--- src/rgpg_pkg.sv ---
`timescale 1ns / 1ps

package rgpg_pkg;

  localparam int COORD_W      = 12;
  localparam int MAX_DIM      = 4096;
  localparam int CURVE_ENTRIES = 256;
  localparam int IDX_W        = $clog2(CURVE_ENTRIES);
  localparam int GRAY_W       = 8;
  localparam int SCALE_W      = 32;
  localparam int SCALE_FRAC   = 20;
  localparam int DIST_FRAC    = 4;
  localparam int CFG_IDX_W    = 2;
  localparam int CFG_DATA_W   = 32;

  localparam int D2_W         = 2 * COORD_W + 1;
  localparam int RAD_W        = D2_W + 2 * DIST_FRAC + 1;
  localparam int ROOT_W       = RAD_W / 2;
  localparam int REM_W        = ROOT_W + 3;
  localparam int SQRT_STEPS   = ROOT_W;
  localparam int SQRT_STAGES  = 4;
  localparam int SQRT_SPS     = (SQRT_STEPS + SQRT_STAGES - 1) / SQRT_STAGES;
  localparam int PROD_W       = ROOT_W + SCALE_W;
  localparam int IDX_SHIFT    = SCALE_FRAC + DIST_FRAC;

  localparam logic [COORD_W-1:0] COORD_MAX =
      (MAX_DIM - 1 > (1 << COORD_W) - 1) ? {COORD_W{1'b1}} : COORD_W'(MAX_DIM - 1);

  localparam logic OP_LOAD  = 1'b0;
  localparam logic OP_PIXEL = 1'b1;

  localparam logic [CFG_IDX_W-1:0] CFG_CENTER_X = 2'd0;
  localparam logic [CFG_IDX_W-1:0] CFG_CENTER_Y = 2'd1;
  localparam logic [CFG_IDX_W-1:0] CFG_SCALE    = 2'd2;

  localparam logic [SCALE_W-1:0] SCALE_RESET = 32'd1048576;

  typedef struct packed {
    logic               operation;
    logic [COORD_W-1:0] pixel_x;
    logic [COORD_W-1:0] pixel_y;
    logic [IDX_W-1:0]   curve_index;
    logic [GRAY_W-1:0]  curve_value;
  } req_t;

  typedef struct packed {
    logic [GRAY_W-1:0]  gray_level;
    logic [COORD_W-1:0] out_x;
    logic [COORD_W-1:0] out_y;
  } rsp_t;

  function automatic logic [COORD_W-1:0] clamp_coord(input logic [COORD_W-1:0] v);
    return (v > COORD_MAX) ? COORD_MAX : v;
  endfunction

endpackage

--- src/radial_gradient_pixel_generator.sv ---
`timescale 1ns / 1ps
// Channel  Signals                                   Transaction
// cfg      cfg_valid, cfg_ready, cfg_index, cfg_data one register write
// req      req_valid, req_ready, req                 one curve load or one pixel request
// rsp      rsp_valid, rsp_ready, rsp                 one shaded pixel
//
// One transaction is accepted every cycle unless a stall on rsp holds req_ready low.
// A pixel passes delta, a 17-step square root in four stages, scale and the output register.
// Curve loads travel the pipeline too and update the curve in order with pixels.
// Reset clears the center registers and all valid bits and sets the scale to SCALE_RESET;
// the curve is not cleared. A stall on rsp fills empty stages first, so no transaction is lost or repeated.

module radial_gradient_pixel_generator import rgpg_pkg::*; (
  input  logic                  clk,
  input  logic                  rst,
  input  logic                  cfg_valid,
  output logic                  cfg_ready,
  input  logic [CFG_IDX_W-1:0]  cfg_index,
  input  logic [CFG_DATA_W-1:0] cfg_data,
  input  logic                  req_valid,
  output logic                  req_ready,
  input  req_t                  req,
  output logic                  rsp_valid,
  input  logic                  rsp_ready,
  output rsp_t                  rsp
);

  logic [COORD_W-1:0] origin_x;
  logic [COORD_W-1:0] origin_y;
  logic [SCALE_W-1:0] distance_scale;

  logic              d_valid;
  logic              d_ready;
  req_t              d_tag;
  logic [D2_W-1:0]   d_d2;
  logic              q_valid;
  logic              q_ready;
  req_t              q_tag;
  logic [ROOT_W-1:0] q_radius;
  logic              s_valid;
  logic              s_ready;
  req_t              s_tag;
  logic [IDX_W-1:0]  s_index;

  logic [GRAY_W-1:0]  tone_curve [CURVE_ENTRIES];
  logic [GRAY_W-1:0]  gray;
  logic [COORD_W-1:0] ox;
  logic [COORD_W-1:0] oy;

  assign cfg_ready = 1'b1;

  always_ff @(posedge clk) begin
    if (rst) begin
      origin_x       <= '0;
      origin_y       <= '0;
      distance_scale <= SCALE_RESET;
    end else if (cfg_valid && cfg_ready) begin
      case (cfg_index)
        CFG_CENTER_X: origin_x       <= cfg_data[COORD_W-1:0];
        CFG_CENTER_Y: origin_y       <= cfg_data[COORD_W-1:0];
        CFG_SCALE:    distance_scale <= cfg_data[SCALE_W-1:0];
        default: begin
        end
      endcase
    end
  end

  rgpg_delta u_delta (
    .clk       (clk),
    .rst       (rst),
    .origin_x  (origin_x),
    .origin_y  (origin_y),
    .in_valid  (req_valid),
    .in_ready  (req_ready),
    .in_item   (req),
    .out_valid (d_valid),
    .out_ready (d_ready),
    .out_tag   (d_tag),
    .d2        (d_d2)
  );

  rgpg_sqrt u_sqrt (
    .clk       (clk),
    .rst       (rst),
    .in_valid  (d_valid),
    .in_ready  (d_ready),
    .in_tag    (d_tag),
    .d2        (d_d2),
    .out_valid (q_valid),
    .out_ready (q_ready),
    .out_tag   (q_tag),
    .radius    (q_radius)
  );

  rgpg_scale u_scale (
    .clk            (clk),
    .rst            (rst),
    .distance_scale (distance_scale),
    .in_valid       (q_valid),
    .in_ready       (q_ready),
    .in_tag         (q_tag),
    .radius         (q_radius),
    .out_valid      (s_valid),
    .out_ready      (s_ready),
    .out_tag        (s_tag),
    .index          (s_index)
  );

  assign s_ready = !rsp_valid || rsp_ready;

  always_ff @(posedge clk) begin
    if (rst) begin
      rsp_valid <= 1'b0;
    end else if (s_ready) begin
      rsp_valid <= s_valid && (s_tag.operation == OP_PIXEL);
    end
  end

  always_ff @(posedge clk) begin
    if (s_ready) begin
      if (s_valid && (s_tag.operation == OP_LOAD)) begin
        tone_curve[s_tag.curve_index] <= s_tag.curve_value;
      end
      gray <= tone_curve[s_index];
      ox   <= s_tag.pixel_x;
      oy   <= s_tag.pixel_y;
    end
  end

  always_comb begin
    rsp.gray_level = gray;
    rsp.out_x      = ox;
    rsp.out_y      = oy;
  end

endmodule

--- src/rgpg_delta.sv ---
`timescale 1ns / 1ps

module rgpg_delta import rgpg_pkg::*; (
  input  logic               clk,
  input  logic               rst,
  input  logic [COORD_W-1:0] origin_x,
  input  logic [COORD_W-1:0] origin_y,
  input  logic               in_valid,
  output logic               in_ready,
  input  req_t               in_item,
  output logic               out_valid,
  input  logic               out_ready,
  output req_t               out_tag,
  output logic [D2_W-1:0]    d2
);

  logic               v1;
  req_t               tag1;
  logic [COORD_W-1:0] dx;
  logic [COORD_W-1:0] dy;
  logic               adv1;
  logic               adv2;

  logic [COORD_W-1:0]   px;
  logic [COORD_W-1:0]   py;
  logic [COORD_W-1:0]   cx;
  logic [COORD_W-1:0]   cy;
  req_t                 tag_next;
  logic [2*COORD_W-1:0] sq_x;
  logic [2*COORD_W-1:0] sq_y;

  assign adv2     = !out_valid || out_ready;
  assign adv1     = !v1 || adv2;
  assign in_ready = adv1;

  always_comb begin
    px = clamp_coord(in_item.pixel_x);
    py = clamp_coord(in_item.pixel_y);
    cx = clamp_coord(origin_x);
    cy = clamp_coord(origin_y);
    tag_next = in_item;
    tag_next.pixel_x = px;
    tag_next.pixel_y = py;
  end

  assign sq_x = {{COORD_W{1'b0}}, dx} * {{COORD_W{1'b0}}, dx};
  assign sq_y = {{COORD_W{1'b0}}, dy} * {{COORD_W{1'b0}}, dy};

  always_ff @(posedge clk) begin
    if (rst) begin
      v1        <= 1'b0;
      out_valid <= 1'b0;
    end else begin
      if (adv1) begin
        v1 <= in_valid;
      end
      if (adv2) begin
        out_valid <= v1;
      end
    end
  end

  always_ff @(posedge clk) begin
    if (adv1) begin
      tag1 <= tag_next;
      dx   <= (px >= cx) ? px - cx : cx - px;
      dy   <= (py >= cy) ? py - cy : cy - py;
    end
    if (adv2) begin
      out_tag <= tag1;
      d2      <= {1'b0, sq_x} + {1'b0, sq_y};
    end
  end

endmodule

--- src/rgpg_sqrt.sv ---
`timescale 1ns / 1ps

module rgpg_sqrt import rgpg_pkg::*; (
  input  logic              clk,
  input  logic              rst,
  input  logic              in_valid,
  output logic              in_ready,
  input  req_t              in_tag,
  input  logic [D2_W-1:0]   d2,
  output logic              out_valid,
  input  logic              out_ready,
  output req_t              out_tag,
  output logic [ROOT_W-1:0] radius
);

  logic              v     [SQRT_STAGES];
  req_t              tag   [SQRT_STAGES];
  logic [ROOT_W-1:0] root  [SQRT_STAGES];
  logic [REM_W-1:0]  rem   [SQRT_STAGES];
  logic [RAD_W-1:0]  rad   [SQRT_STAGES];
  logic [SQRT_STAGES:0] adv;

  logic              pv    [SQRT_STAGES];
  req_t              ptag  [SQRT_STAGES];
  logic [ROOT_W-1:0] nroot [SQRT_STAGES];
  logic [REM_W-1:0]  nrem  [SQRT_STAGES];
  logic [RAD_W-1:0]  nrad  [SQRT_STAGES];

  always_comb begin
    adv[SQRT_STAGES] = out_ready;
    for (int s = SQRT_STAGES - 1; s >= 0; s--) begin
      adv[s] = !v[s] || adv[s+1];
    end
  end
  assign in_ready = adv[0];

  always_comb begin
    logic [ROOT_W-1:0] r;
    logic [REM_W-1:0]  m;
    logic [RAD_W-1:0]  a;
    logic [REM_W-1:0]  t;
    for (int s = 0; s < SQRT_STAGES; s++) begin
      if (s == 0) begin
        pv[s]   = in_valid;
        ptag[s] = in_tag;
        r = '0;
        m = '0;
        a = RAD_W'({d2, {(2 * DIST_FRAC){1'b0}}});
      end else begin
        pv[s]   = v[s-1];
        ptag[s] = tag[s-1];
        r = root[s-1];
        m = rem[s-1];
        a = rad[s-1];
      end
      for (int k = 0; k < SQRT_SPS; k++) begin
        if (s * SQRT_SPS + k < SQRT_STEPS) begin
          m = {m[REM_W-3:0], a[RAD_W-1 -: 2]};
          a = {a[RAD_W-3:0], 2'b00};
          t = REM_W'({r, 2'b01});
          if (m >= t) begin
            m = m - t;
            r = {r[ROOT_W-2:0], 1'b1};
          end else begin
            r = {r[ROOT_W-2:0], 1'b0};
          end
        end
      end
      nroot[s] = r;
      nrem[s]  = m;
      nrad[s]  = a;
    end
  end

  always_ff @(posedge clk) begin
    if (rst) begin
      for (int s = 0; s < SQRT_STAGES; s++) begin
        v[s] <= 1'b0;
      end
    end else begin
      for (int s = 0; s < SQRT_STAGES; s++) begin
        if (adv[s]) begin
          v[s] <= pv[s];
        end
      end
    end
  end

  always_ff @(posedge clk) begin
    for (int s = 0; s < SQRT_STAGES; s++) begin
      if (adv[s]) begin
        tag[s]  <= ptag[s];
        root[s] <= nroot[s];
        rem[s]  <= nrem[s];
        rad[s]  <= nrad[s];
      end
    end
  end

  assign out_valid = v[SQRT_STAGES-1];
  assign out_tag   = tag[SQRT_STAGES-1];
  assign radius    = root[SQRT_STAGES-1];

endmodule

--- src/rgpg_scale.sv ---
`timescale 1ns / 1ps

module rgpg_scale import rgpg_pkg::*; (
  input  logic               clk,
  input  logic               rst,
  input  logic [SCALE_W-1:0] distance_scale,
  input  logic               in_valid,
  output logic               in_ready,
  input  req_t               in_tag,
  input  logic [ROOT_W-1:0]  radius,
  output logic               out_valid,
  input  logic               out_ready,
  output req_t               out_tag,
  output logic [IDX_W-1:0]   index
);

  logic              v1;
  req_t              tag1;
  logic [PROD_W-1:0] prod;
  logic              adv1;
  logic              adv2;
  logic              over;

  assign adv2     = !out_valid || out_ready;
  assign adv1     = !v1 || adv2;
  assign in_ready = adv1;

  assign over = |prod[PROD_W-1:IDX_SHIFT+IDX_W];

  always_ff @(posedge clk) begin
    if (rst) begin
      v1        <= 1'b0;
      out_valid <= 1'b0;
    end else begin
      if (adv1) begin
        v1 <= in_valid;
      end
      if (adv2) begin
        out_valid <= v1;
      end
    end
  end

  always_ff @(posedge clk) begin
    if (adv1) begin
      tag1 <= in_tag;
      prod <= PROD_W'(radius) * PROD_W'(distance_scale);
    end
    if (adv2) begin
      out_tag <= tag1;
      index   <= over ? {IDX_W{1'b1}} : prod[IDX_SHIFT+IDX_W-1:IDX_SHIFT];
    end
  end

endmodule

--- config.mk ---
export PLATFORM = sky130hd
export DESIGN_NAME = radial_gradient_pixel_generator
export DESIGN_NICKNAME = d
export VERILOG_FILES = /design/src/rgpg_pkg.sv /design/src/radial_gradient_pixel_generator.sv /design/src/rgpg_delta.sv /design/src/rgpg_sqrt.sv /design/src/rgpg_scale.sv
export SDC_FILE = /design/constraint.sdc
export NUM_CORES = 2
export LEC_CHECK = 0
export BUFFER_PORTS_ARGS = -buffer_cell sky130_fd_sc_hd__buf_4
export CAP_MARGIN = 5
export CORE_MARGIN = 4
export CORE_UTILIZATION = 55
export CTS_CLUSTER_DIAMETER = 100
export DETAILED_ROUTE_END_ITERATION = 7
export PLACE_DENSITY = 0.71
export REMOVE_ABC_BUFFERS = 1
export SETUP_SLACK_MARGIN = 0.4
export SYNTH_ARGS = -nofsm -noshare
export SYNTH_HDL_FRONTEND = slang
export SYNTH_HIERARCHICAL = 1
export SYNTH_SLANG_ARGS = --single-unit
--- constraint.sdc ---
create_clock -name clk -period 17.2 [get_ports clk]
set_input_delay 3.44 -clock clk [delete_from_list [all_inputs] [get_ports clk]]
set_output_delay 3.44 -clock clk [all_outputs]
set_load 0.005 [all_outputs]
## After elaboration in Yosys (flattened, before gate mapping)

Memories as Yosys holds them, arrays and structs flattened. A register that Yosys moved wholly into a read port is not among the register bits.
Index checks and enable logic that the tools add are counted.

| storage, ports and cells | value |
|---|---|
| register bits | 314 |
| latch bits | 0 |
| RAM bits | 2484 |
| ROM bits | 0 |
| input bits | 80 |
| output and inout bits | 35 |
| logic and storage cells | 181 |
| memories | 6 |

| cells by class | value |
|---|---|
| add/subtract/negate cells | 22 |
| $mul | 3 |
| div/mod/pow operators | 0 |
| magnitude comparators | 23 |
| eq/ne operators | 2 |
| shifts and indexed selects | 0 |
| muxes and demuxes | 65 |
| bitwise operators | 5 |
| reduce and logical (&&, ||, !) cells | 25 |

Memories:

| name | depth | width | rd ports | clocked after Yosys merged registers in | write ports | line | RTL |
|---|---|---|---|---|---|---|---|
| tone_curve | 256 | 8 | 1 | 1 | 1 | radial_gradient_pixel_generator.sv:45 | `logic [GRAY_W-1:0] tone_curve [CURVE_ENTRIES];` |
| u_sqrt.tag | 4 | 41 | 4 | 1 | 4 | rgpg_sqrt.sv:17 | `req_t tag [SQRT_STAGES];` |
| u_sqrt.rad | 4 | 30 | 3 | 0 | 4 | rgpg_sqrt.sv:20 | `logic [RAD_W-1:0] rad [SQRT_STAGES];` |
| u_sqrt.rem | 4 | 20 | 3 | 0 | 4 | rgpg_sqrt.sv:19 | `logic [REM_W-1:0] rem [SQRT_STAGES];` |
| u_sqrt.root | 4 | 17 | 4 | 0 | 4 | rgpg_sqrt.sv:18 | `logic [ROOT_W-1:0] root [SQRT_STAGES];` |
| u_sqrt.v | 4 | 1 | 4 | 0 | 4 | rgpg_sqrt.sv:16 | `logic v [SQRT_STAGES];` |

Operators with widths:

| operator | number |
|---|---|
| $ge 20x19->1 | 12 |
| $mux 18 | 13 |
| $sub 18x18->18 | 9 |
| $mux 20 | 4 |
| $mux 12 | 6 |
| $sub 20x19->20 | 3 |
| $mul 17x32->49 | 1 |
| $gt 12x12->1 const B | 4 |
| $mul 12x12->24 | 2 |
| $sub 12x12->12 | 4 |
| $mux 1 | 42 |
| $add 24x24->25 | 1 |
| $ge 12x12->1 | 2 |
| $ge 20x3->1 | 1 |
| $ge 20x4->1 | 1 |
| $ge 20x5->1 | 1 |
| $ge 20x6->1 | 1 |
| $sub 20x6->20 | 1 |
| $sub 18x3->18 | 1 |
| $sub 18x4->18 | 1 |
| $sub 18x5->18 | 1 |
| $reduce_or 17->1 | 1 |
| $logic_not 1->1 | 9 |
| $logic_or 1x1->1 | 9 |
| 9 further kinds | 15 |

## Longest topological paths before layout

| depth | value |
|---|---|
| depth in word-level cells | 12 |
| depth in mapped cells | 77 |
| gate-level depth less buffers | 68 |

## Modules after synthesis

The synthesis kept the hierarchy.

Modules (own cells, without submodules):

| module | instances | cells an instance | area each (µm²) | seq. area each (µm²) |
|---|---|---|---|---|
| radial_gradient_pixel_generator | 1 | 4032 | 82238.9 | 63601.0 |
| rgpg_scale | 1 | 2045 | 20176.9 | 3493.4 |
| rgpg_sqrt | 1 | 1824 | 19187.2 | 8708.4 |
| rgpg_delta | 1 | 1389 | 14471.4 | 3973.8 |

## Worst setup path before layout

OpenSTA, ideal clock, no wires.

| path | value |
|---|---|
| path kind | flip-flop to flip-flop |
| from | memory u_sqrt/root[1][5] (netlist bit) |
| to | memory u_sqrt/rem[2][10] (netlist bit) (data pin) |
| setup time | 260 ps |
| arrival | 14701 ps |
| required time | 16940 ps |
| slack | 2239 ps |
| cell stages (with the launch flop) | 74 |
| buffers on the path | 9 |
| clock period less this slack | 14961 ps |
| path through | edfxtp_1 -> inv_1 -> ha_1 -> a21o_1 -> a21o_1 -> a21oi_1 -> nor2b_1 -> o21a_1 -> or3_1 -> buf_2 -> inv_2 -> clkbuf_1 -> and2_1 -> a31o_2 -> ha_1 -> a21o_1 -> a21oi_1 -> o21ai_0 -> [38 not listed] -> a21oi_1 -> o21bai_1 -> a21oi_1 -> o21bai_1 -> a21oi_1 -> nor2b_1 -> o21a_1 -> o21ai_0 -> nand2b_1 -> a21oi_1 -> nor2b_1 -> o21ai_0 -> nand2b_1 -> or3_1 -> o31ai_1 -> nand2_1 -> clkbuf_1 -> mux2_2 |

RTL lines:

| item | line |
|---|---|
| from (decl) | rgpg_sqrt.sv:18 |
| to (decl) | rgpg_sqrt.sv:19 |

==> impl_metrics.toml <==
[status]
status = "finished clean"

[cells_and_area]
area_delta_synth_final_pct = 9.27
multiInputGateArea_sq_um = 50500
final_layout_size_suffix_gt1_share_pct = 12.6
seq_area_sq_um = 79800
nets = 10500
fillCellCount = 18200
design_area_sq_um = 149000

[synthesis]
yosys.area.top_type = "edfxtp_1"
yosysTopAreaCellShare_pct = 57.7
ys_warn_count = 6
yosys_register_bits = 2677
synthDistinctLibCells = 108
async_flop_share_pct = 0
yosysSeqAreaShare_pct = 58.6
synth.area.top_cells = "edfxtp_1 (58%), fa_1 (9.7%), mux4_2 (7.2%)"
syn_area_sq_um = 136000
avgSynthCellArea_sq_um = 14.6
ys.flop_type = "edfxtp_1"
postSynthCellCount = 9290
synth_edf_count = 2616

[sta]
setup_viol_count_final = 0
period_share_pct = 89.8
post-route-min-period_ns = 15.45
rsz0062_at_grt = "false"
finalHoldViolCount = 0
fin_skew_ns = 0.101
fmax_ghz = 0.0647
hold_ws_ns = 0.388
slew_viol_final = 0
layout_setup_ws_ns = 1.75
slew_headroom_pct = 8.80
fin_setup_tns_ns = 0
tightest_slew_ns = 1.36

[route]
ant_nets = 0
drt-total-wl_mm = 326
post_drt_via_cell_ratio = 6.08
first_pass_iters = 8
vias = 78100
avgRoutedWirePerCell_um = 25.4
drc_errors = 0
dr.first_iter.drc_count = 7986

[worst_setup_path]
cp.arrival_ns = 16.06
critical_path_class = "reg -> reg"
worstPathRequired_ns = 17.81
crit_path_end_kind = "flip-flop"
cpMostUsedCell = "a21oi_1"
cpPeakStageDelay_ns = 0.65
cp_max_fo = 18
cp_num_buf_inv = 4
cp-start-kind = "flip-flop"
cp_slowest_cell = "or4b_2"
cpLargestDelayFamily = "compound AO/OA/AOI/OAI gates"
r2r_slack_ns = 1.75

[clock_tree]
htree_levels = 5
cts_hold_buf = 0
worstSkewPairLatency_ns = 0.94
numCtsBuffers = 289
cts_root_buf = "clkbuf_16"
cts_resized = 0
cts_sinks = 2677
cts.reportedPaths.clkPinSlew_ns = 0.06
tritoncts = "yes"
cts_setup_buffers = 0
cts_buffer_depth = 4

[die]
die_y_um = 505
initial_core_util_pct = 55.3
coreArea_sq_um = 246000
die_area_sq_um = 255000
die_w_um = 505
ios = 115
rows = 182

[place]
placed_cell_area_sq_um = 140000
dp_slack_ns = 1.50
hpwl_mm = 215
portBuffers = 113
place.gp.congestion = 0.912

[grt]
grt_pass1_vias = 80400
grt_max_degree = 257
grt_use_total_pct = 25.5
grt.overflow.total = 0
grt_pass1_wl_mm = 498
antenna_found_initial = 4

[worst_hold_path]
holdCritPathClass = "reg -> reg"

[run]
max_cap_violations = 0
## worst register-to-register path, delay by kind of cell, from the launching register on
kind	cells	cell delay, ns
AO/OA/AOI/OAI	38	6.88
AND/OR/NAND/NOR	17	4.47
adder cells (fa/ha/maj)	5	1.58
buffers and inverters	4	0.79
multiplexers	2	0.62
XOR/XNOR	2	0.49
flip-flops	1	0.39
## synth_stat cells (160+ instances only)
| cell | number |
|---|---|
| nand2_1 | 664 |
| nor2_1 | 508 |
| and2_1 | 288 |
| o21ai_0 | 160 |
| mux4_2 | 434 |
| fa_1 | 657 |
| ha_1 | 434 |
| xnor2_1 | 163 |
| a21oi_1 | 385 |
| inv_1 | 977 |
| clkbuf_1 | 324 |
| mux2i_1 | 196 |
| edfxtp_1 | 2616 |
## per-stage QoR
| stage | std cells | util [%] |
|---|---|---|
| floorplan | 8828 | - |
| detailed placement | 12400 | 56.8 |
| global route | 12900 | 60.4 |
| global placement | 12400 | 56.8 |
| CTS | 12900 | 60.4 |
| finish | 12900 | 60.4 |
## cells by family (layout without fill, tap and decap cells)
logic type	Yosys count	in the layout	share of synthesized area, %
DFF	2677	2677	58.6
and+or+nand+nor	1976	1976	6.97
buffers and inverters	1443	1695	4.39
AOI/OAI and AO/OA	1181	1181	5.74
adders and majority gates	1091	1091	13.7
muxes	689	689	9.12
xor gates and xnor gates	232	232	1.49
other	1	2	0.00276
## per-layer routing
layer / up-vias / wire, um / global-route usage [%]
met5: - / 61 / 0
met4: 8 / 13400 / 9.55
met3: 715 / 25600 / 4.32
met2: 3497 / 157000 / 41.1
met1: 39900 / 130000 / 35.2
li1: 33900 / - / -
## state kept, by name (all words and copies together) (netlist names), 22 cells and up
register / count
u_sqrt/rad: 22
distance_scale: 32
u_sqrt/tag: 164
u_sqrt/root: 47
u_delta/d2: 25
u_scale/tag1: 41
u_delta/tag1: 41
tone_curve: 2048
u_scale/prod: 25
u_sqrt/rem: 53
u_scale/out_tag: 41
u_delta/out_tag: 41
## final timing paths
path	startpoint	end	cells after the start
min reg2reg	u_sqrt/rad[0][12]	u_sqrt/rad[1][22]	0
min	u_sqrt/rad[0][12]	u_sqrt/rad[1][22]	0
max reg2reg	u_sqrt/root[1][0]	u_sqrt/rem[2][10]	68
max	u_sqrt/root[1][0]	u_sqrt/rem[2][10]	68
## cells in the final DEF (no fill, tap or decap), types with 26 or more instances in the layout
master     instances
edfxtp_1        2616
inv_1            973
nand2_1          659
fa_1             657
nor2_1           504
mux4_2           434
ha_1             434
a21oi_1          385
clkbuf_16        296
and2_1           288
buf_4            218
mux2i_1          196
xnor2_1          162
o21ai_0          157
a22oi_1          156
nand3_1           82
xor2_1            69
nor3_1            66
a21o_1            65
nor2b_1           63
clkinv_1          62
dfxtp_1           61
o221ai_1          55
mux2_2            55
nand2b_1          48
clkbuf_1          46
nor4_1            45
a211oi_1          44
nand4_1           42
clkinv_2          40
o21bai_1          32
o22ai_1           32
a31oi_1           26
## final cells by class
class,instances,area share [%]
Antenna cell,1,0.00168
Clock buffer,345,5.13
Clock inverter,144,0.819
Inverter,981,2.48
Multi-Input combinational cell,5170,33.9
Sequential cell,2677,53.7
Tap cell,3312,2.79
Timing Repair Buffer,225,1.19
Power is not shown: default switching activity piles up to over one toggle a cycle in this logic, so the estimate is an artifact.
